===== src/design/crt_ram.sv =====
module crt_ram #(
  parameter int DW    = 8,
  parameter int DEPTH = 64
) (
  input  logic                                  clk,
  input  logic                                  we,
  input  logic [(DEPTH > 1 ? $clog2(DEPTH) : 1)-1:0] waddr,
  input  logic [DW-1:0]                         wdata,
  input  logic [(DEPTH > 1 ? $clog2(DEPTH) : 1)-1:0] raddr,
  output logic [DW-1:0]                         rdata
);

  logic [DW-1:0] mem [DEPTH];

  always_ff @(posedge clk) begin
    if (we) begin
      mem[waddr] <= wdata;
    end
    rdata <= mem[raddr];
  end

endmodule


===== config.mk =====
export PLATFORM = sky130hd
export DESIGN_NAME = crt_ram
export DESIGN_NICKNAME = d
export VERILOG_FILES = /design/src/design/crt_ram.sv
export SDC_FILE = /design/constraint.sdc
export NUM_CORES = 1
export LEC_CHECK = 0
export BUFFER_PORTS_ARGS = -buffer_cell sky130_fd_sc_hd__buf_2
export CORE_MARGIN = 4
export CORE_UTILIZATION = 25
export DETAILED_ROUTE_END_ITERATION = 6
export SYNTH_ARGS = -nofsm -noshare
export SYNTH_HDL_FRONTEND = slang
export SYNTH_SLANG_ARGS = --single-unit

===== constraint.sdc =====
create_clock -name clk -period 2.81 [get_ports clk]
set_clock_uncertainty 0.15 [all_clocks]
set_input_delay 0.281 -clock clk [delete_from_list [all_inputs] [get_ports clk]]
set_output_delay 0.281 -clock clk [all_outputs]
set_load 0.005 [all_outputs]

==> impl_metrics.csv, run 1 <==
group,metric,value,unit
status,status,"finished, final reports clean",
cells_and_area,fillCellCount,7664,
place,dpl_cell_area,22280,µm²
cells_and_area,area_growth,18.43,%
timing,rsz0062_at_grt,"no",
setup_path,crit_buf_inv,1,
setup_path,cp-end-kind,"flop",
power,vdd_ir_drop_max,0.0004318,V
clocking,clockRootBuffer,"clkbuf_16",
cells_and_area,drive_gt1_frac,0.3078,
setup_path,r2r_slack,630,ps
setup_path,critical_path_class,"reg -> reg",
cells_and_area,final_cell_mix,"512 x edfxtp_1, 126 x mux4_2, 95 x buf_4",
logic_synthesis,synth_cell_types,40,
run,maxCapViolations,0,
logic_synthesis,yosysWarnings,0,
logic_synthesis,synth_area,20170,µm²
logic_synthesis,ys_ff_latch,520,
clocking,cts.hold.buffers_added,1,
logic_synthesis,netlist_instances,940,
worst_hold_path,holdPathStages,1,
cells_and_area,multi_input_area,4315,µm²
clocking,clkTransAtPathRegs,60,ps
drt,remaining_drc_errors,0,
timing,slew_headroom,0.2254,
drt,first_iter_violations,1145,
global_routing,antenna_found_initial,10,
power,power.density,668.0,nW/µm²
drt,detail-route-antenna-nets,0,
place,place.gp.congestion,0.8079,
setup_path,reg2reg_depth,6,
cells_and_area,final_common_cell,"edfxtp_1",
floorplanning,die_y,292.0,µm
setup_path,max_stage_delay,480,ps
floorplanning,die_x,292.0,µm
clocking,htreeDepth,2,
clocking,cts_tree,"built",
timing,worst_slack,634.5,ps
clocking,postCtsResizedCells,0,
place,dpl.hpwl,30.66,mm
timing,max_freq,459.7,MHz
logic_synthesis,synth-seq-area-share,0.7703,
global_routing,grt-ovfl-total,0,
setup_path,startpoint,"mem[28][6]$_DFFE_PP_",
logic_synthesis,syn_avg_cell_area,21.45,µm²
drt,firstDrtPassIters,5,
place,port_buffers,29,
timing,worstMarginPinSlew,1162,ps
global_routing,gr-usage-all-layers,0.1094,
floorplanning,num_io_pins,30,
worst_hold_path,min_from,"wdata[6]",
cells_and_area,final_area,23880,µm²
clocking,cts.sinks,520,
clocking,cts_max_path_buffers,3,
global_routing,grt_pass1_wl,69.88,mm
setup_path,r2r-end,"rdata[6]$_DFF_P_",
floorplanning,fp.dieArea,85280,µm²
timing,finalCriticalPeriod,2175,ps
floorplanning,start_util,0.2536,
setup_path,crit_slowest_cell,"mux4_2",
setup_path,path_cells,"mux4_2, mux2_2, o221a_2, nor3_1, buf_4, o32ai_1",
clocking,cts-buffers-inserted,51,
drt,viasPerCell,4.529,
power,leakage,7.456,nW
global_routing,grt_pass1_vias,10160,
setup_path,start_kind,"flop",
clocking,clk_latency,590,ps
drt,wl_per_cell,21.52,µm
drt,drt-total-wl,46.85,mm
worst_hold_path,holdPathEnd,"mem[37][6]$_DFFE_PP_",
setup_path,reg2reg_from,"mem[28][6]$_DFFE_PP_",
drt,routed-via-count,9859,
timing,hold_viol,0,
floorplanning,row_count,103,
worst_hold_path,hold_path.class,"in -> reg",
clocking,cts_setup_buffers,0,
cells_and_area,layout.nets,1100,
cells_and_area,register_area,15530,µm²
timing,finalSetupViolations,0,
logic_synthesis,synth_nets,962,
timing,fin_crit_sh,0.7742,
setup_path,critical_path_arrival,2490,ps
timing,fin_setup_tns,0,ps
timing,slew_violations,0,
floorplanning,core-area,79520,µm²
global_routing,grt_max_degree,65,
setup_path,cp.required,3120,ps
setup_path,critPathMaxFanout,1,
place,place_ws,18.08,ps
setup_path,crit_family,"multiplexers",
-- worst max-delay path by stage --
stage                             to  slack [ps]  cells past startpoint
floorplan           rdata[3]$_DFF_P_         710                      7
global placement    rdata[3]$_DFF_P_         -20                      7
detailed placement  rdata[3]$_DFF_P_          20                      7
CTS                 rdata[3]$_DFF_P_         630                      5
global route        rdata[6]$_DFF_P_         520                      6
finish              rdata[6]$_DFF_P_         630                      6
-- kinds of logic after synthesis --
| logic type | synth area share |
|---|---|
| AOI/OAI and AO/OA | 0.02072 |
| and+or+nand+nor | 0.03387 |
| buffers and inverters | 0.01570 |
| muxes | 0.1594 |
| DFF | 0.7703 |
-- layout make-up --
class,count,area share
antenna,6,0.0006286
tap,1050,0.05501
timing repair buffer,136,0.04720
clock inverter,29,0.009272
clock buffer,67,0.05679
sequential,520,0.6504
multi-input combinational,369,0.1807
-- report_power, final --
group | switching (mW) | internal (mW) | total, mW
clock network | 2.82 | 3.68 | 6.49
logic | 0.496 | 0.344 | 0.839
registers | 0.0390 | 8.58 | 8.62
-- state kept, by name (all words and copies together), names as in the netlist --
name   cells
mem      512
rdata      8
-- synthesized netlist by cell type, drive strengths merged --
cell type / instances / area share
a21oi: 3 / 0.00074
nand4: 2 / 0.00062
nor3: 7 / 0.0017
a31oi: 1 / 0.00031
mux4: 126 / 0.14
nor2: 83 / 0.015
o41ai: 2 / 0.00087
edfxtp: 512 / 0.76
o21ai: 4 / 0.00099
nand2b: 7 / 0.0022
o22ai: 8 / 0.0025
dfxtp: 8 / 0.0079
o21a: 2 / 0.00074
nor2b: 14 / 0.0043
nand3: 13 / 0.0032
o2111ai: 3 / 0.0013
clkbuf: 17 / 0.0032
a2111oi: 2 / 0.00087
buf: 34 / 0.013
o2bb2ai: 3 / 0.0013
a211oi: 4 / 0.0015
nand3b: 3 / 0.0011
o32ai: 2 / 0.00087
nand4b: 1 / 0.00043
nor4: 2 / 0.00062
a221oi: 6 / 0.0026
a22oi: 3 / 0.0011
o221a: 2 / 0.0011
nand2: 19 / 0.0035
o311ai: 1 / 0.00043
mux2: 13 / 0.0073
o221ai: 8 / 0.0035
or3: 1 / 0.00031
mux2i: 23 / 0.011
and2: 1 / 0.00031
-- through the flow --
stage	cells	power [mW]	util	hold slack, ps
4_1_cts	2171	16.11	0.3002	2.347
6_report	2177	15.95	0.3004	38.19
5_1_grt	2171	16.52	0.3002	23.75
3_3_place_gp	2074	9.619	0.2802	576.8
3_5_place_dp	2074	9.633	0.2802	573.9
2_1_floorplan	940	9.221	-	229.9
-- worst reg2reg max path: cells and delay by family (launching register included) --
kind                   cells  cell delay, ps
DFF                        1             380
muxes                      2             760
buffers and inverters      1             190
AOI/OAI and AO/OA          2             360
and+or+nand+nor            1             210
-- metal layers --
layer / wire (µm) / part of all wire / GRT usage / vias to the layer above
met5: 27 / 0.00058 / 0 / -
li1: - / - / - / 4218
met2: 21130 / 0.45 / 0.1647 / 342
met3: 4426 / 0.094 / 0.03286 / 69
met4: 865 / 0.018 / 0.02554 / 4
met1: 20400 / 0.44 / 0.1562 / 5226
(Power assumes the default switching activity.)
==> run 2: changes to the inputs <==
==> constraint.sdc (replaced) <==
create_clock -name clk -period 1.81 [get_ports clk]
set_clock_uncertainty 0.15 [all_clocks]
set_input_delay 0.181 -clock clk [delete_from_list [all_inputs] [get_ports clk]]
set_output_delay 0.181 -clock clk [all_outputs]
set_load 0.005 [all_outputs]
==> run 2 against run 1 <==
Compared with the run above: the flow now finishes with violations (negative hold slack, negative setup slack); first-iteration DRC count shrank 22%; critical path depth stayed put; non-clock buffer count increased by 77; final area rose by 4.5%; die area unchanged; register-to-register slack worse by 910 ps; via count up 2.1%; clock-buffer cell count grew 5; final cell count up 3.4%; sequential share of layout area fell by 2.8 points; highest routed layer unchanged.
==> impl_metrics.csv, run 2 (synthesis results as in run 1) <==
group,metric,value,unit
drt,detail-route-antenna-nets,0,
setup_path,crit_slowest_cell,"mux4_2",
floorplanning,row_count,103,
clocking,cts_tree,"built",
timing,worst_slack,-276.5,ps
drt,routed-via-count,10070,
drt,wl_met1,20.16,mm
floorplanning,fp.dieArea,85280,µm²
global_routing,grt_pass1_vias,10420,
timing,worstMarginPinSlew,1211,ps
cells_and_area,area_growth,23.77,%
power,leakage,8.055,nW
status,violations,"negative hold slack, negative setup slack",
power,p_int,21.03,mW
clocking,cts-buffers-inserted,52,
cells_and_area,drive_gt1_frac,0.3833,
setup_path,cp-end-kind,"flop",
floorplanning,num_io_pins,30,
timing,slew_violations,0,
cells_and_area,final_cell_mix,"512 x edfxtp_1, 169 x buf_4, 126 x mux4_2",
timing,slew_headroom,0.1926,
timing,finalSetupViolations,8,
clocking,clk_latency,600,ps
status,status,"complete, but fails checks",
setup_path,critical_path_arrival,2400,ps
floorplanning,die_y,292.0,µm
cells_and_area,top_register,"mem",
setup_path,start_kind,"flop",
setup_path,max_stage_delay,500,ps
clocking,htreeDepth,2,
place,dpl.hpwl,31.38,mm
cells_and_area,reg_top3,"mem (512), rdata (8)",
setup_path,critPathMaxFanout,1,
clocking,cts_max_path_buffers,3,
setup_path,path_cells,"mux4_2, mux2_4, o221a_4, nor3_4, buf_6, o32ai_2",
setup_path,startpoint,"mem[29][6]$_DFFE_PP_",
place,place_ws,-775.6,ps
power,power.density,1058,nW/µm²
drt,highest_layer,"met5",
timing,holdWs,-113.8,ps
cells_and_area,finish.utilization,0.3139,
power,switchingPower,5.369,mW
global_routing,gr-usage-all-layers,0.1095,
setup_path,critical_path_class,"reg -> reg",
global_routing,grt_pass1_wl,70.19,mm
clocking,cts_setup_buffers,0,
drt,firstDrtPassIters,5,
power,p_clk_frac,0.437,
timing,finalCriticalPeriod,2086,ps
worst_hold_path,holdPathStages,3,
cells_and_area,layout.nets,1178,
drt,remaining_drc_errors,0,
setup_path,cp.required,2120,ps
cells_and_area,final_common_cell,"edfxtp_1",
floorplanning,start_util,0.2536,
clocking,clkTransAtPathRegs,60,ps
power,pwr-share-comb,0.056,
drt,drt-total-wl,47.44,mm
power,vdd_ir_drop_max,0.0007542,V
floorplanning,core-area,79520,µm²
drt,viasPerCell,4.471,
floorplanning,die_x,292.0,µm
power,switching_share,0.2033,
setup_path,reg2reg_depth,6,
setup_path,crit_end,"rdata[6]$_DFF_P_",
global_routing,grt-ovfl-total,0,
clocking,clockRootBuffer,"clkbuf_16",
place,dp.cells,2152,
cells_and_area,largest_register_ffs,512,
setup_path,r2r-end,"rdata[6]$_DFF_P_",
drt,wl_per_cell,21.07,µm
place,place.gp.congestion,0.8025,
clocking,cts.sinks,520,
global_routing,grt_max_degree,65,
run,maxCapViolations,0,
timing,max_freq,479.3,MHz
place,port_buffers,29,
drt,wl_met3,3.642,mm
drt,first_iter_violations,890,
worst_hold_path,hold_path.class,"in -> reg",
timing,rsz0062_at_grt,"yes",
timing,fin_crit_sh,1.153,
power,p_total,26.40,mW
power,pwr-share-seq,0.507,
drt,wl_met2,22.81,mm
setup_path,r2r_slack,-280,ps
timing,hold_viol,7,
global_routing,antenna_found_initial,4,
place,dpl_cell_area,22930,µm²
cells_and_area,final_area,24960,µm²
cells_and_area,fin_cells,2252,
setup_path,reg2reg_from,"mem[29][6]$_DFFE_PP_",
==> run 2: how the worst min path moves through the flow <==
stage	from	to
global route	raddr[5]	rdata[0]$_DFF_P_
floorplan	wdata[0]	mem[0][0]$_DFFE_PP_
finish	raddr[5]	rdata[0]$_DFF_P_
CTS	raddr[5]	rdata[0]$_DFF_P_
global placement	rdata[4]$_DFF_P_	rdata[4]
detailed placement	rdata[4]$_DFF_P_	rdata[4]
==> run 2: metal layers <==
| layer | global-route usage | vias to the layer above |
|---|---|---|
| met5 | 0 | - |
| met4 | 0.02827 | 2 |
| met3 | 0.03042 | 54 |
| met2 | 0.1756 | 332 |
| met1 | 0.1475 | 5305 |
| li1 | - | 4376 |
==> run 2: cell type report <==
type                       count  area (µm²)
clock buffer                  72        1486
timing repair buffer         213        1744
tap                         1050        1314
sequential                   520       15530
clock inverter                26       391.6
antenna                        2       5.005
fill                        7530       54550
multi-input combinational    369        4486
==> run 2: power groups by stage <==
stage / Sequential (mW) / Clock [mW] / Combinational (mW)
floorplan: 13.6 / 0 / 0.729
global placement: 13.6 / 0 / 1.43
detailed placement: 13.6 / 0 / 1.45
CTS: 13.4 / 11.8 / 1.50
global route: 13.4 / 12.3 / 1.59
finish: 13.4 / 11.5 / 1.48
==> run 2: worst max-delay path: cells and delay by family (launching register included) <==
family,cells,cell delay [ps]
AO/OA/AOI/OAI,2,350
buffers and inverters,1,140
flip-flops,1,380
multiplexers,2,780
AND/OR/NAND/NOR,1,150
==> run 2: repair_timing <==
item,CTS,global route
resized for setup,28,3
endpoints found under the setup margin,8,8
pin swaps,3,4
hold endpoints to repair,7,7
==> run 2: through the flow <==
stage          hold WS (ps)  TNS, ps
2_1_floorplan         129.9   -375.7
3_3_place_gp          468.3    -4508
3_5_place_dp          455.0    -4573
4_1_cts              -163.0    -1248
5_1_grt              -117.2    -1551
6_report             -113.8    -1265
